## src/hw/rtl/spj_pkg.sv

```systemverilog
package spj_pkg;

    // Fixed field widths and quotient range.
    localparam int WORD_W     = 32;
    localparam int WIDE_W     = 64;
    // Quotient bits kept by each divider; anything at or above 2**Q_BITS saturates.
    localparam int Q_BITS     = 34;
    localparam int DIV_LAT    = Q_BITS + 1;
    localparam int LATENCY    = DIV_LAT + 5;
    localparam int CFG_ADDR_W = 3;

    localparam logic [WORD_W-1:0] SAT_MAX = 32'h7FFF_FFFF;
    localparam logic [WORD_W-1:0] SAT_MIN = 32'h8000_0000;

    typedef enum logic [CFG_ADDR_W-1:0] {
        CFG_FOCAL_X        = 3'd0,
        CFG_FOCAL_Y        = 3'd1,
        CFG_CENTER_X       = 3'd2,
        CFG_CENTER_Y       = 3'd3,
        CFG_BASELINE_FOCAL = 3'd4
    } cfg_addr_t;

    typedef struct packed {
        logic [WORD_W-1:0] focal_x;
        logic [WORD_W-1:0] focal_y;
        logic [WORD_W-1:0] center_x;
        logic [WORD_W-1:0] center_y;
        logic [WORD_W-1:0] baseline_focal;
    } cfg_t;

    typedef struct packed {
        logic signed [WORD_W-1:0] point_x;
        logic signed [WORD_W-1:0] point_y;
        logic signed [WORD_W-1:0] point_z;
    } point_t;

    typedef struct packed {
        logic signed [WORD_W-1:0] pixel_u;
        logic signed [WORD_W-1:0] pixel_v;
        logic signed [WORD_W-1:0] pixel_ur;
        logic signed [WORD_W-1:0] jac_du_dx;
        logic signed [WORD_W-1:0] jac_du_dz;
        logic signed [WORD_W-1:0] jac_dv_dy;
        logic signed [WORD_W-1:0] jac_dv_dz;
        logic signed [WORD_W-1:0] jac_dur_dz;
        logic                     bad_depth;
    } result_t;

    // Magnitudes handed from the front end to the dividers.
    typedef struct packed {
        logic [WIDE_W-1:0] ax;
        logic [WIDE_W-1:0] ay;
        logic [WIDE_W-1:0] ar;
        logic [WIDE_W-1:0] z2;
        logic [WORD_W-1:0] az;
    } mags_t;

    // Result signs and the zero-depth flag, carried alongside the dividers.
    typedef struct packed {
        logic neg_u;
        logic neg_v;
        logic neg_ur;
        logic neg_dudx;
        logic neg_dvdy;
        logic neg_dudz;
        logic neg_dvdz;
        logic neg_durdz;
        logic bad;
    } side_t;

endpackage

```

## src/hw/rtl/spj_round.sv

```systemverilog
module spj_round #(
    parameter int DEN_W = 32
) (
    input  logic                              clk,
    input  logic [spj_pkg::Q_BITS-1:0]        quo,
    input  logic [DEN_W-1:0]                  rem,
    input  logic [DEN_W-1:0]                  den,
    input  logic                              ovf,
    input  logic                              neg,
    input  logic                              bad,
    input  logic [spj_pkg::WORD_W-1:0]        offset,
    output logic signed [spj_pkg::WORD_W-1:0] value
);
    import spj_pkg::*;

    localparam int QR_W  = Q_BITS + 1;
    localparam int ACC_W = Q_BITS + 3;

    logic                     half_up;
    logic [QR_W-1:0]          qr_reg;
    logic                     ovf_reg, neg_reg, bad_reg;
    logic signed [ACC_W-1:0]  mag_s, sum;
    logic                     in_range;
    logic [WORD_W-1:0]        value_next;
    logic signed [WORD_W-1:0] value_reg;

    // Round to nearest, ties away from zero, on the magnitude.
    assign half_up = ({rem, 1'b0} >= {1'b0, den});

    always_ff @(posedge clk)
    begin
        qr_reg  <= QR_W'(quo) + QR_W'(half_up);
        ovf_reg <= ovf;
        neg_reg <= neg;
        bad_reg <= bad;
    end

    // Apply the sign, add the principal point and clamp to 32 bits; a zero depth gives zero.
    always_comb
    begin
        mag_s    = signed'(ACC_W'(qr_reg));
        sum      = (neg_reg ? -mag_s : mag_s) + signed'(ACC_W'(offset));
        in_range = (&sum[ACC_W-1:WORD_W-1]) || !(|sum[ACC_W-1:WORD_W-1]);
        if (bad_reg)
        begin
            value_next = '0;
        end
        else if (ovf_reg)
        begin
            value_next = neg_reg ? SAT_MIN : SAT_MAX;
        end
        else if (in_range)
        begin
            value_next = sum[WORD_W-1:0];
        end
        else
        begin
            value_next = sum[ACC_W-1] ? SAT_MIN : SAT_MAX;
        end
    end

    always_ff @(posedge clk)
    begin
        value_reg <= signed'(value_next);
    end

    assign value = value_reg;

endmodule
```

## config.mk

```make
export PLATFORM = sky130hd
export DESIGN_NAME = spj_round
export DESIGN_NICKNAME = d
export VERILOG_FILES = /design/src/hw/rtl/spj_pkg.sv /design/src/hw/rtl/spj_round.sv
export SDC_FILE = /design/constraint.sdc
export NUM_CORES = 1
export LEC_CHECK = 0
export ABC_AREA = 1
export ABC_CLOCK_PERIOD_IN_PS = 5460
export BUFFER_PORTS_ARGS = -buffer_cell sky130_fd_sc_hd__buf_2
export CAP_MARGIN = 0
export CORE_MARGIN = 1.5
export CORE_UTILIZATION = 50
export CTS_CLUSTER_SIZE = 28
export DETAILED_ROUTE_END_ITERATION = 12
export GPL_ROUTABILITY_DRIVEN = 0
export PLACE_DENSITY = 0.76
export RECOVER_POWER = 100
export SETUP_SLACK_MARGIN = 0.2
export SLEW_MARGIN = 20
export SYNTH_ARGS = -nofsm -noshare
export SYNTH_HDL_FRONTEND = slang
export SYNTH_SLANG_ARGS = --single-unit
```

## constraint.sdc

```tcl
create_clock -name clk -period 5.46 [get_ports clk]
set_input_delay 0.819 -clock clk [delete_from_list [all_inputs] [get_ports clk]]
set_output_delay 0.819 -clock clk [all_outputs]
set_load 0.005 [all_outputs]
```

# After elaboration in Yosys (flattened, before gate mapping)
# Index checks and enable logic that the tools add are counted.
# totals
register_bits,70
latchBits,0
word_cells,18
out_inout_bits,32
input_bits,134
memories,0
ram_bits,0
mem_bits_ro,0
# op_classes
div,0
n_lt_le_gt_ge,1
eq_ne,0
addsub,3
n_shift,0
mul,0
muxes,5
reduce_logical,4
bitwise,0
# ops
op,n
2-to-1 mux 32 bit,4
adder 37 x 33 -> 37 bit,1
2-to-1 mux 37 bit,1
negation 35 -> 37 bit,1
adder 34 x 1 -> 35 bit,1
greater-or-equal comparator 33 x 32 -> 1 bit,1
AND reduction 6 bit,1
OR reduction 6 bit,1
logical NOT 1 bit,1
logical OR 1 bit,1

# Depth between registers and ports, before layout
# Gate-level depths: netlist (run 1).
# depth
depth_word,8
mapped_depth,30
mapped_depth_nobuf,30

# Least setup slack after synthesis (run 1)
# OpenSTA, ideal clock, no wires.
# synth_timing
path_type,input-to-reg
startpoint,in den[2]
endpoint,reg qr_reg[30]
required_time_ns,5.342
setup_slack_ns,1.274
setup_ns,0.118
arrival_ns,4.068
n_path_buf,0
path_stages,30
path_cell_list,inv_1 ha_1 nand2_1 o21ai_0 nand3_1 a21oi_1 nor3b_1 o21ai_0 nand2_1 nand2_1 nand2_1 nand3_1 a21oi_1 o221ai_1 ha_1 ha_1 nand3_1 nor2_2 nand4_2 nor3_2 nand3_1 nor2_2 nand3_2 nor2_2 nand3_1 inv_2 nand2_2 nor3_4 nand3_1 xnor2_1
# synth_between
elab_chain_cells,2
# synth_lines
element,line_no,source
"start, declared",spj_round.sv:7,"input logic [DEN_W-1:0] den,"
greater-or-equal comparator 33 x 32 -> 1 bit,spj_round.sv:28,"assign half_up = ({rem, 1'b0} >= {1'b0, den});"
adder 34 x 1 -> 35 bit,spj_round.sv:32,qr_reg <= QR_W'(quo) + QR_W'(half_up);
"end signal, assigned",spj_round.sv:32,
"end, declared",spj_round.sv:20,logic [QR_W-1:0] qr_reg;
# Every way passes these cells.
# A chain may end at the register's enable or synchronous reset.

# Worst setup path after layout (run 1)
# layout_timing
startpoint,reg qr_reg[2]
endpoint,reg value_reg[10] (netlist: value[10])
# layout_between
elab_chain_cells,8
word_cells_on_any_way,10
classes_between,add/sub: 2; mux: 4; reduce/logical: 4
# layout_lines
element,line_no,source
negation 35 -> 37 bit,spj_round.sv:42,sum = (neg_reg ? -mag_s : mag_s) + signed'(ACC_W'(offset));
2-to-1 mux 37 bit (*),spj_round.sv:42,
adder 37 x 33 -> 37 bit (*),spj_round.sv:42,
OR reduction 6 bit,spj_round.sv:43,in_range = (&sum[ACC_W-1:WORD_W-1]) || !(|sum[ACC_W-1:WORD_W-1]);
logical NOT 1 bit,spj_round.sv:43,
logical OR 1 bit,spj_round.sv:43,
2-to-1 mux 32 bit (*),spj_round.sv:52,else if (in_range)
2-to-1 mux 32 bit (*),spj_round.sv:48,else if (ovf_reg)
"end signal, assigned",spj_round.sv:64,value_reg <= signed'(value_next);
"end, declared",spj_round.sv:25,logic signed [WORD_W-1:0] value_reg;
# Mark *: on every way between the ends. The rest lies on a longest branch, timed or not.

==> impl_metrics.env, run 1 <==
export IMPL_wire_per_inst_um=11.7
export IMPL_root_buffer="clkbuf_16"
export IMPL_finalNonFillerCells=1319
export IMPL_antenna_found_initial=0
export IMPL_via_per_inst=4.89
export IMPL_first_pass_iters=5
export IMPL_nNetsFinal=1345
export IMPL_post_cts_resized=0
export IMPL_drt_iter0_markers=310
export IMPL_fin_crit_ns=4.56
export IMPL_num_antenna_cells=0
export IMPL_design_area_um2=7680
export IMPL_placed_area_um2=7460
export IMPL_drv_cap=0
export IMPL_critPathCaptureType="flop"
export IMPL_dieHeight_um=117
export IMPL_clock_fmax_ghz=0.219
export IMPL_synth_compound_area_share_pct=12.5
export IMPL_numPortBuffers=165
export IMPL_syn_nets=1186
export IMPL_yosysTopAreaCellShare_pct=21.5
export IMPL_num_rows=41
export IMPL_critPathKind="flop to flop"
export IMPL_numCtsBuffers=9
export IMPL_synth_area_leaders="dfxtp_1 (22%), nand2_1 (15%), ha_1 (13%)"
export IMPL_ys_warn_count=0
export IMPL_io_pins=166
export IMPL_fin_crit_sh_pct=83.6
export IMPL_core_area_um2=12700
export IMPL_synth_area_leader_cell="dfxtp_1"
export IMPL_synth_xor_area_share_pct=12.0
export IMPL_required_ns=5.71
export IMPL_layout_drive_gt1_share_pct=16.8
export IMPL_multi_input_comb_area_um2=4530
export IMPL_synth_cell_types=45
export IMPL_synth_top_family_by_area="simple AND/OR/NAND/NOR gates"
export IMPL_hold_class="input pin to flop"
export IMPL_grt_first_pass_wirelength_um=26300
export IMPL_pre_cts_ws_ns=0.748
export IMPL_fillerInstances=1293
export IMPL_seq_area_frac_synth_pct=21.5
export IMPL_seq_area_um2=1400
export IMPL_avgSynthCellArea_um2=6.62
export IMPL_drc=0
export IMPL_slew_headroom_pct=34.5
export IMPL_post_cts_repair_setup_buffers=0
export IMPL_die_x_um=117
export IMPL_worst_slew_pin_slew_ns=0.981
export IMPL_fin_skew_ns=0.0113
export IMPL_path_delay_family="simple AND/OR/NAND/NOR gates"
export IMPL_crit_arrival_ns=4.81
export IMPL_grt_pass1_vias=6245
export IMPL_clock_path_buffers=2
export IMPL_grt_max_degree=34
export IMPL_areaGrowthSynthToFinish_pct=18.0
export IMPL_layout_common_cells="nand2_1 (267), buf_2 (137), inv_1 (115), nor2_1 (105), a21oi_1 (84)"
export IMPL_antenna_left=0
export IMPL_drt_wl_total_um=15500
export IMPL_cp_buffers_inverters=2
export IMPL_clk_pin_slew_worst_paths_ns=0.06
export IMPL_path_cells="nor2_4 -> nand3_1 -> nor2_1 -> inv_1 -> nor3_1 -> nand3_1 -> o21ai_0 -> nand2_1 -> xor2_1 -> ha_1 -> nand2_1 -> nor2_1 -> nand2_1 -> nor3_1 -> nand2_1 -> nand2_1 -> nand4_1 -> nand2_1 -> inv_1 -> nand3_1 -> nand3_2 -> nand2_1 -> nand2_1 -> a21oi_1"
export IMPL_syn_cell_area_um2=6510
export IMPL_synthFlopType="dfxtp_1"
export IMPL_synth_edf_count=0
export IMPL_slew_violations=0
export IMPL_overflow=0
export IMPL_ys_async_sr_fraction_pct=0
export IMPL_synthAdderAreaFrac_pct=13.4
export IMPL_final_setup_tns_ns=0
export IMPL_clock_latency_ns=0.34
export IMPL_rsz0062_at_grt="false"
export IMPL_die_area_um2=13700
export IMPL_synthSimpleGateAreaFrac_pct=32.5
export IMPL_cp_max_fo=31
export IMPL_start_util_pct=51.4
export IMPL_hold_viol=0
export IMPL_status="completed"
export IMPL_cp_slowest_stage_delay_ns=0.45
export IMPL_htree_levels=3
export IMPL_synthCells=983
export IMPL_synth_seq_cells=70
export IMPL_cts_sinks=70
export IMPL_layout_commonest_cell="nand2_1"
export IMPL_grt_usage_pct=23.6
export IMPL_routed_via_count=6446
export IMPL_finalSetupViolCount=0
export IMPL_numPlacedInstances=1303
export IMPL_p_leak_nw=3.99
export IMPL_setup_ws_ns=0.898
export IMPL_start_kind="flop"
export IMPL_synth_area_mux_share_pct=0
export IMPL_critPathSlowestCell="nand3_2"
export IMPL_cts_tree="built"
export IMPL_dp_hpwl_um=13000
export IMPL_postCtsHoldBufs=0
export IMPL_power_density_nw_per_um2=232
export IMPL_crit_top_cell="nand2_1"
export IMPL_peakVddDrop_v=0.000161
export IMPL_largest_reg_flops=35
[area by class of cell]
| class | count | area share (%) |
|---|---|---|
| multi-input combinational | 779 | 59.0 |
| sequential | 70 | 18.2 |
| timing repair buffer | 166 | 10.4 |
| inverter | 116 | 5.67 |
| clock buffer | 9 | 2.93 |
| tap | 172 | 2.80 |
| clock inverter | 7 | 0.945 |
[synth_stat cells, types with 11 or more instances]
cell and count:
a21oi_1 84, dfxtp_1 70, ha_1 68, inv_1 112, nand2_1 266, nand2_2 11, nand3_1 35, nand4_1 13
nor2_1 102, nor3_1 13, o21ai_0 28, xnor2_1 24, xor2_1 65
[layer usage]
layer | vias up | share of wire [%] | track usage, %
li1 | 3494 | - | -
met1 | 2706 | 47 | 29.8
met2 | 214 | 45 | 40.5
met3 | 32 | 5.8 | 4.07
met4 | 0 | 2.5 | 8.84
met5 | - | 0 | 0
[metrics by stage]
stage                     power, W  hold slack [ns]  utilization, %
after floorplan            0.00104            0.445               -
after global placement     0.00120            0.778            58.9
after detailed placement   0.00121            0.813            58.9
after CTS                  0.00179            0.593            61.2
after global routing       0.00192            0.582            60.6
final                      0.00178            0.595            60.6
[final timing paths]
check	from	endpoint	slack [ns]	depth (start not counted)
worst max-delay path	qr_reg[2]$_DFF_P_	value[10]$_SDFF_PP0_	0.90	24
worst min-delay path	bad	bad_reg$_DFF_P_	0.60	1
worst max register to register	qr_reg[2]$_DFF_P_	value[10]$_SDFF_PP0_	0.90	24
worst min register to register	neg_reg$_DFF_P_	value[31]$_SDFF_PP0_	0.81	3
[worst reg2reg max path: stages (launching register included)]
cell	delay, ns
dfxtp_1	0.35
nor2_4	0.14
nand3_1	0.13
nor2_1	0.28
inv_1	0.09
nor3_1	0.22
nand3_1	0.12
o21ai_0	0.29
nand2_1	0.12
xor2_1	0.17
ha_1	0.39
nand2_1	0.09
nor2_1	0.19
nand2_1	0.10
nor3_1	0.14
nand2_1	0.08
nand2_1	0.12
nand4_1	0.11
nand2_1	0.18
inv_1	0.09
nand3_1	0.17
nand3_2	0.45
nand2_1	0.23
nand2_1	0.08
a21oi_1	0.17
[kinds of logic after synthesis]
| logic type | Yosys count |
|---|---|
| and+or+nand+nor | 476 |
| AOI/OAI and AO/OA | 145 |
| buffers and inverters | 134 |
| xor gates and xnor gates | 89 |
| DFF | 70 |
| adders and majority gates | 69 |
[report_power, final]
group / internal, W / total, W / switching [W] / leakage [nW]
registers: 0.000546 / 0.000570 / 0.0000235 / 0.586
logic: 0.000252 / 0.000630 / 0.000378 / 3.26
clock network: 0.000355 / 0.000583 / 0.000229 / 0.142
Power figures use the tool's default switching activity.
==> run 2: changes to the inputs <==
- ABC_CLOCK_PERIOD_IN_PS: 5460 -> 4590
- clock period: 5.46 -> 4.59 ns (I/O delays scaled with it)
==> run 2 against run 1 <==
Compared with the run above:
- worst setup slack worse by 0.53 ns
- via count up 2.3%
- register-to-register slack worse by 0.33 ns
- first-iteration DRC count up 35%
- power up 23%
- combinational power up 24%
- critical path depth up 7
- clock-buffer cell count unchanged
- non-clock buffer count up 10
- critical path type is now input pin to flop
- critical endpoint is now qr_reg[32]$_DFF_P_
- largest power group unchanged
- highest routed layer unchanged
==> impl_metrics.env, run 2 (synthesis gave the netlist of run 1 again) <==
export IMPL_dp_hpwl_um=12900
export IMPL_min_path_cells=1
export IMPL_power_density_nw_per_um2=271
export IMPL_cp_slowest_stage_delay_ns=0.26
export IMPL_p_int_w=0.00143
export IMPL_reg2reg_to="value[0]$_SDFF_PP0_"
export IMPL_start_util_pct=51.4
export IMPL_status="completed"
export IMPL_power_frac_clock_pct=33.1
export IMPL_wire_per_inst_um=12.1
export IMPL_crit_top_cell="nand3_2"
export IMPL_start_kind="input pin"
export IMPL_grt_first_pass_wirelength_um=25900
export IMPL_layout_common_cells="nand2_1 (265), buf_2 (140), inv_1 (110), nor2_1 (100), a21oi_1 (84)"
export IMPL_crit_start="den[2]"
export IMPL_top_layer="met4"
export IMPL_clock_fmax_ghz=0.237
export IMPL_root_buffer="clkbuf_16"
export IMPL_routed_via_count=6596
export IMPL_pwr_share_comb_pct=35.9
export IMPL_p_switching_w=0.000752
export IMPL_core_area_um2=12700
export IMPL_fin_skew_ns=0.0123
export IMPL_r2r_start="qr_reg[2]$_DFF_P_"
export IMPL_postCtsHoldBufs=0
export IMPL_largest_reg_flops=35
export IMPL_grt_max_degree=34
export IMPL_drt_iter0_markers=417
export IMPL_layout_drive_gt1_share_pct=20.8
export IMPL_die_x_um=117
export IMPL_peakVddDrop_v=0.000206
export IMPL_reg2reg_setup_slack_ns=0.57
export IMPL_r2r_cells=25
export IMPL_grt_usage_pct=23.3
export IMPL_cts_tree="built"
export IMPL_slew_headroom_pct=34.6
export IMPL_dr_wl_met3_um=938
export IMPL_critPathCaptureType="flop"
export IMPL_finalPower_w=0.00219
export IMPL_p_leak_nw=4.14
export IMPL_antenna_found_initial=0
export IMPL_antenna_left=0
export IMPL_grt_pass1_vias=6038
export IMPL_die_area_um2=13700
export IMPL_drc=0
export IMPL_nNetsFinal=1359
export IMPL_required_ns=4.81
export IMPL_cp_max_fo=4
export IMPL_crit_arrival_ns=4.44
export IMPL_fin_crit_sh_pct=91.9
export IMPL_num_antenna_cells=0
export IMPL_clock_path_buffers=2
export IMPL_critPathSlowestCell="ha_4"
export IMPL_fin_crit_ns=4.22
export IMPL_finalSetupViolCount=0
export IMPL_hold_viol=0
export IMPL_htree_levels=3
export IMPL_num_rows=41
export IMPL_slew_violations=0
export IMPL_drt_wl_total_um=16200
export IMPL_critPathKind="input pin to flop"
export IMPL_cts_sinks=70
export IMPL_areaGrowthSynthToFinish_pct=23.9
export IMPL_finalNonFillerCells=1332
export IMPL_numCtsBuffers=9
export IMPL_clk_pin_slew_worst_paths_ns=0.05
export IMPL_setup_ws_ns=0.373
export IMPL_via_per_inst=4.95
export IMPL_numPortBuffers=165
export IMPL_layout_commonest_cell="nand2_1"
export IMPL_dr_wl_met2_um=7570
export IMPL_hold_class="input pin to flop"
export IMPL_rsz0062_at_grt="false"
export IMPL_hp_start="neg"
export IMPL_fillerInstances=1236
export IMPL_clock_latency_ns=0.34
export IMPL_pwr_share_seq_pct=31.0
export IMPL_drv_cap=0
export IMPL_holdWs_ns=0.460
export IMPL_min_to="neg_reg$_DFF_P_"
export IMPL_numPlacedInstances=1303
export IMPL_dieHeight_um=117
export IMPL_pre_cts_ws_ns=-0.0176
export IMPL_io_pins=166
export IMPL_first_pass_iters=7
export IMPL_p_sw_share_pct=34.4
export IMPL_met1_length_um=7260
export IMPL_overflow=0
export IMPL_worst_slew_pin_slew_ns=0.980
-- run 2: metal layers --
layer | GRT usage, % | up-vias
li1 | - | 3527
met4 | 8.19 | 0
met2 | 40.2 | 217
met5 | 0 | -
met1 | 29.9 | 2822
met3 | 3.09 | 30
-- run 2: how the worst max path moves through the flow --
stage | end | cells after the start
after floorplan | qr_reg[30]$_DFF_P_ | 30
after global placement | qr_reg[30]$_DFF_P_ | 31
after detailed placement | qr_reg[32]$_DFF_P_ | 31
after CTS | value[0]$_SDFF_PP0_ | 25
after global routing | qr_reg[32]$_DFF_P_ | 31
final | qr_reg[32]$_DFF_P_ | 31
-- run 2: cell type report --
| cell class | count | area (µm²) | share of cell area, % |
|---|---|---|---|
| Inverter | 116 | 435 | 5.40 |
| Sequential cell | 70 | 1400 | 17.4 |
| Clock buffer | 9 | 225 | 2.79 |
| Tap cell | 172 | 215 | 2.67 |
| Clock inverter | 6 | 87.6 | 1.09 |
| Timing Repair Buffer | 176 | 877 | 10.9 |
| Multi-Input combinational cell | 783 | 4820 | 59.8 |
-- run 2: what timing repair did --
| item | 4_1_cts | 5_1_grt |
|---|---|---|
| resized for setup | 0 | 43 |
| endpoints found under the setup margin | 0 | 39 |
| buffers inserted | 0 | 10 |
-- run 2: power groups by stage --
| stage | sequential (W) | clock (W) | combinational [W] |
|---|---|---|---|
| CTS | 0.000676 | 0.000732 | 0.000753 |
| floorplan | 0.000686 | 0 | 0.000546 |
| detailed placement | 0.000689 | 0 | 0.000747 |
| finish | 0.000677 | 0.000724 | 0.000784 |
| global placement | 0.000689 | 0 | 0.000740 |
| global route | 0.000683 | 0.000766 | 0.000890 |
-- run 2: metrics by stage --
stage	utilization (%)	cell area (µm²)	setup TNS [ns]
3_3_place_gp	58.9	7460	0
2_1_floorplan	-	6510	0
6_report	63.7	8070	0
4_1_cts	61.3	7770	0
3_5_place_dp	58.9	7460	-0.0176
5_1_grt	63.7	8070	0
-- run 2: critical path: cells and delay by family --
kind | cells | cell delay, ns
AO/OA/AOI/OAI | 5 | 0.59
buffers and inverters | 3 | 0.21
adder cells (fa/ha/maj) | 3 | 0.68
AND/OR/NAND/NOR | 19 | 2.11
XOR/XNOR | 1 | 0.15
==> run 3: changes to the inputs <==
- ABC_AREA: 1 -> not set
- PLACE_DENSITY: 0.76 -> 0.77
==> run 3 against run 2 <==
Compared with the run above:
- critical endpoint is now value[8]$_SDFF_PP0_
- sequential cell count unchanged
- clock skew decreased by 0.0052 ns
- largest cell class unchanged
- maximum frequency decreased by 16%
- via count increased by 0.62%
- global-route usage increased by 2.7 points
- non-clock buffer count increased by 92
- power increased by 7.8%
- routed wire length increased by 16%
- sequential power about the same
- synthesized cell count decreased by 27%
- the flow now finishes with violations (negative setup slack)
- core utilization increased by 7.9 points
- cell count decreased by 16%
==> impl_metrics.env, run 3 <==
export IMPL_status="finished with violations"
export IMPL_violations="negative setup slack"
export IMPL_numPortBuffers=165
export IMPL_die_x_um=113
export IMPL_rsz0062_at_grt="true"
export IMPL_die_area_um2=12800
export IMPL_synthFlopType="dfxtp_1"
export IMPL_synth_top_family_by_area="compound AO/OA/AOI/OAI gates"
export IMPL_slew_headroom_pct=46.5
export IMPL_grt_max_degree=32
export IMPL_cts_tree="built"
export IMPL_crit_start="qr_reg[7]$_DFF_P_"
export IMPL_synthAdderAreaFrac_pct=14.3
export IMPL_finalPower_w=0.00236
export IMPL_reg2reg_setup_slack_ns=-0.42
export IMPL_yosysTopAreaCellShare_pct=23.1
export IMPL_clock_path_buffers=2
export IMPL_synth_seq_cells=70
export IMPL_synth_area_leaders="dfxtp_1 (23%), ha_1 (14%), xnor2_1 (10%)"
export IMPL_required_ns=4.82
export IMPL_finalNonFillerCells=1122
export IMPL_synthSimpleGateAreaFrac_pct=18.1
export IMPL_clk_pin_slew_worst_paths_ns=0.05
export IMPL_root_buffer="clkbuf_16"
export IMPL_first_pass_iters=6
export IMPL_ys_warn_count=0
export IMPL_grt_usage_pct=26.0
export IMPL_synth_area_mux_share_pct=0.680
export IMPL_drt_wl_total_um=18700
export IMPL_fin_util_pct=71.6
export IMPL_peakVddDrop_v=0.000165
export IMPL_synth_common_cells="dfxtp_1 (70), xnor2_1 (70), ha_1 (68), nand2_1 (53), inv_1 (44)"
export IMPL_fin_skew_ns=0.00710
export IMPL_antenna_left=0
export IMPL_power_density_nw_per_um2=276
export IMPL_drt_iter0_markers=590
export IMPL_grt_first_pass_wirelength_um=27100
export IMPL_met3_usage_pct=5.41
export IMPL_dieHeight_um=113
export IMPL_drc=0
export IMPL_critPathKind="flop to flop"
export IMPL_routed_via_count=6637
export IMPL_critical_path_depth=17
export IMPL_antenna_found_initial=0
export IMPL_areaGrowthSynthToFinish_pct=40.3
export IMPL_finalSetupViolCount=32
export IMPL_synth_area_leader_cell="dfxtp_1"
export IMPL_nNetsFinal=1173
export IMPL_fin_crit_sh_pct=109
export IMPL_numPlacedInstances=1080
export IMPL_cp_buffers_inverters=1
export IMPL_synth_xor_area_share_pct=13.6
export IMPL_grt_util_met2_pct=43.9
export IMPL_r2r_start="qr_reg[7]$_DFF_P_"
export IMPL_htree_levels=3
export IMPL_use_met1_pct=31.4
export IMPL_wire_per_inst_um=16.7
export IMPL_final_setup_tns_ns=-11.84
export IMPL_cp_max_fo=5
export IMPL_synth_edf_count=0
export IMPL_clock_fmax_ghz=0.200
export IMPL_slew_violations=0
export IMPL_setup_ws_ns=-0.420
export IMPL_path_cells="or4_4 -> nor2_4 -> nand2_2 -> or3_4 -> o41ai_2 -> xnor2_1 -> ha_1 -> nand3_1 -> nor4_4 -> o221ai_4 -> a211oi_4 -> or3_4 -> nand3_2 -> a311oi_2 -> o21ba_4 -> buf_12 -> o32ai_1"
export IMPL_num_rows=40
export IMPL_drv_cap=0
export IMPL_layout_common_cells="buf_2 (153), buf_4 (94), xnor2_1 (68), dfxtp_1 (68), ha_1 (66)"
export IMPL_hold_viol=0
export IMPL_critPathCaptureType="flop"
export IMPL_start_kind="flop"
export IMPL_fin_crit_ns=5.01
export IMPL_start_util_pct=51.0
export IMPL_io_pins=166
export IMPL_worst_slew_pin_slew_ns=0.803
export IMPL_design_area_um2=8520
export IMPL_synth_compound_area_share_pct=25.4
export IMPL_top_usage_layer="met2"
export IMPL_grt_pass1_vias=6061
export IMPL_layout_drive_gt1_share_pct=36.9
export IMPL_core_area_um2=11900
export IMPL_via_per_inst=5.92
export IMPL_r2r_cells=17
export IMPL_reg2reg_to="value[8]$_SDFF_PP0_"
export IMPL_syn_cell_area_um2=6080
export IMPL_ys_async_sr_fraction_pct=0
export IMPL_seq_area_frac_synth_pct=23.1
export IMPL_fillerInstances=925
export IMPL_hold_class="input pin to flop"
export IMPL_placed_area_um2=7580
export IMPL_critPathSlowestCell="or4_4"
export IMPL_p_leak_nw=3.90
export IMPL_clock_latency_ns=0.33
export IMPL_numCtsBuffers=9
export IMPL_synthCells=715
export IMPL_dp_hpwl_um=13100
export IMPL_crit_end="value[8]$_SDFF_PP0_"
export IMPL_crit_arrival_ns=5.24
export IMPL_layout_commonest_cell="buf_2"
export IMPL_path_delay_family="simple AND/OR/NAND/NOR gates"
export IMPL_crit_top_cell="or3_4"
export IMPL_syn_nets=918
export IMPL_num_antenna_cells=0
export IMPL_cp_slowest_stage_delay_ns=0.57
export IMPL_cts_sinks=70
export IMPL_synth_cell_types=62
export IMPL_largest_reg_flops=35
export IMPL_postCtsHoldBufs=0
export IMPL_avgSynthCellArea_um2=8.50
export IMPL_overflow=0
## run 3: cell count changes after synthesis, sizes merged, moves of 11 or more
cell / previous run / this run
nor2b: 0 / 11
xor2: 65 / 24
nand2: 280 / 53
xnor2: 24 / 70
or3: 0 / 11
and3: 1 / 16
a21oi: 86 / 43
nand3: 45 / 25
a21o: 6 / 19
inv: 116 / 44
nor2: 115 / 38
o32ai: 0 / 26
## run 3: how the worst min path moves through the flow
stage / start / endpoint / slack (ns) / cells past startpoint
after global routing: ovf / ovf_reg$_DFF_P_ / 0.45 / 1
final: neg / neg_reg$_DFF_P_ / 0.45 / 1
after detailed placement: bad_reg$_DFF_P_ / value[31]$_SDFF_PP0_ / 0.70 / 2
after global placement: bad_reg$_DFF_P_ / value[28]$_SDFF_PP0_ / 0.70 / 2
after CTS: ovf / ovf_reg$_DFF_P_ / 0.45 / 1
after floorplan: bad_reg$_DFF_P_ / value[0]$_SDFF_PP0_ / 0.58 / 3
## run 3: layout make-up
class,instances,area (µm²),share of cell area (%)
Timing Repair Buffer,268,1680,19.7
Tap cell,147,184,2.16
Inverter,44,165,1.94
Sequential cell,70,1400,16.5
Clock inverter,6,62.6,0.734
Clock buffer,10,229,2.69
Multi-Input combinational cell,577,4800,56.3
## run 3: metrics by stage
step / hold slack (ns) / setup slack [ns]
2_1_floorplan: 0.581 / -0.0502
3_3_place_gp: 0.700 / -0.239
3_5_place_dp: 0.701 / -0.280
4_1_cts: 0.451 / -0.0818
5_1_grt: 0.454 / -0.559
6_report: 0.454 / -0.420
## run 3: logic make-up after synthesis
family,after synthesis
multiplexers,4
flip-flops,70
AND/OR/NAND/NOR,213
buffers and inverters,68
AO/OA/AOI/OAI,197
XOR/XNOR,94
adder cells (fa/ha/maj),69
## run 3: power by group
group	internal, W	switching [W]
clock	0.000419	0.000258
sequential	0.000653	0.0000260
combinational	0.000457	0.000543
total	0.00153	0.000826
## run 3: per-layer routing
metal / vias up / wire length, µm
met5: - / 0
met1: 2993 / 7510
met2: 406 / 8700
li1: 3144 / -
met3: 94 / 1540
met4: 0 / 998
## run 3: what timing repair did
item,4_1_cts,5_1_grt
buffers inserted,11,12
pin swaps,8,17
gates resized for setup,20,58
endpoints found under the setup margin,32,32
gates cloned,1,2
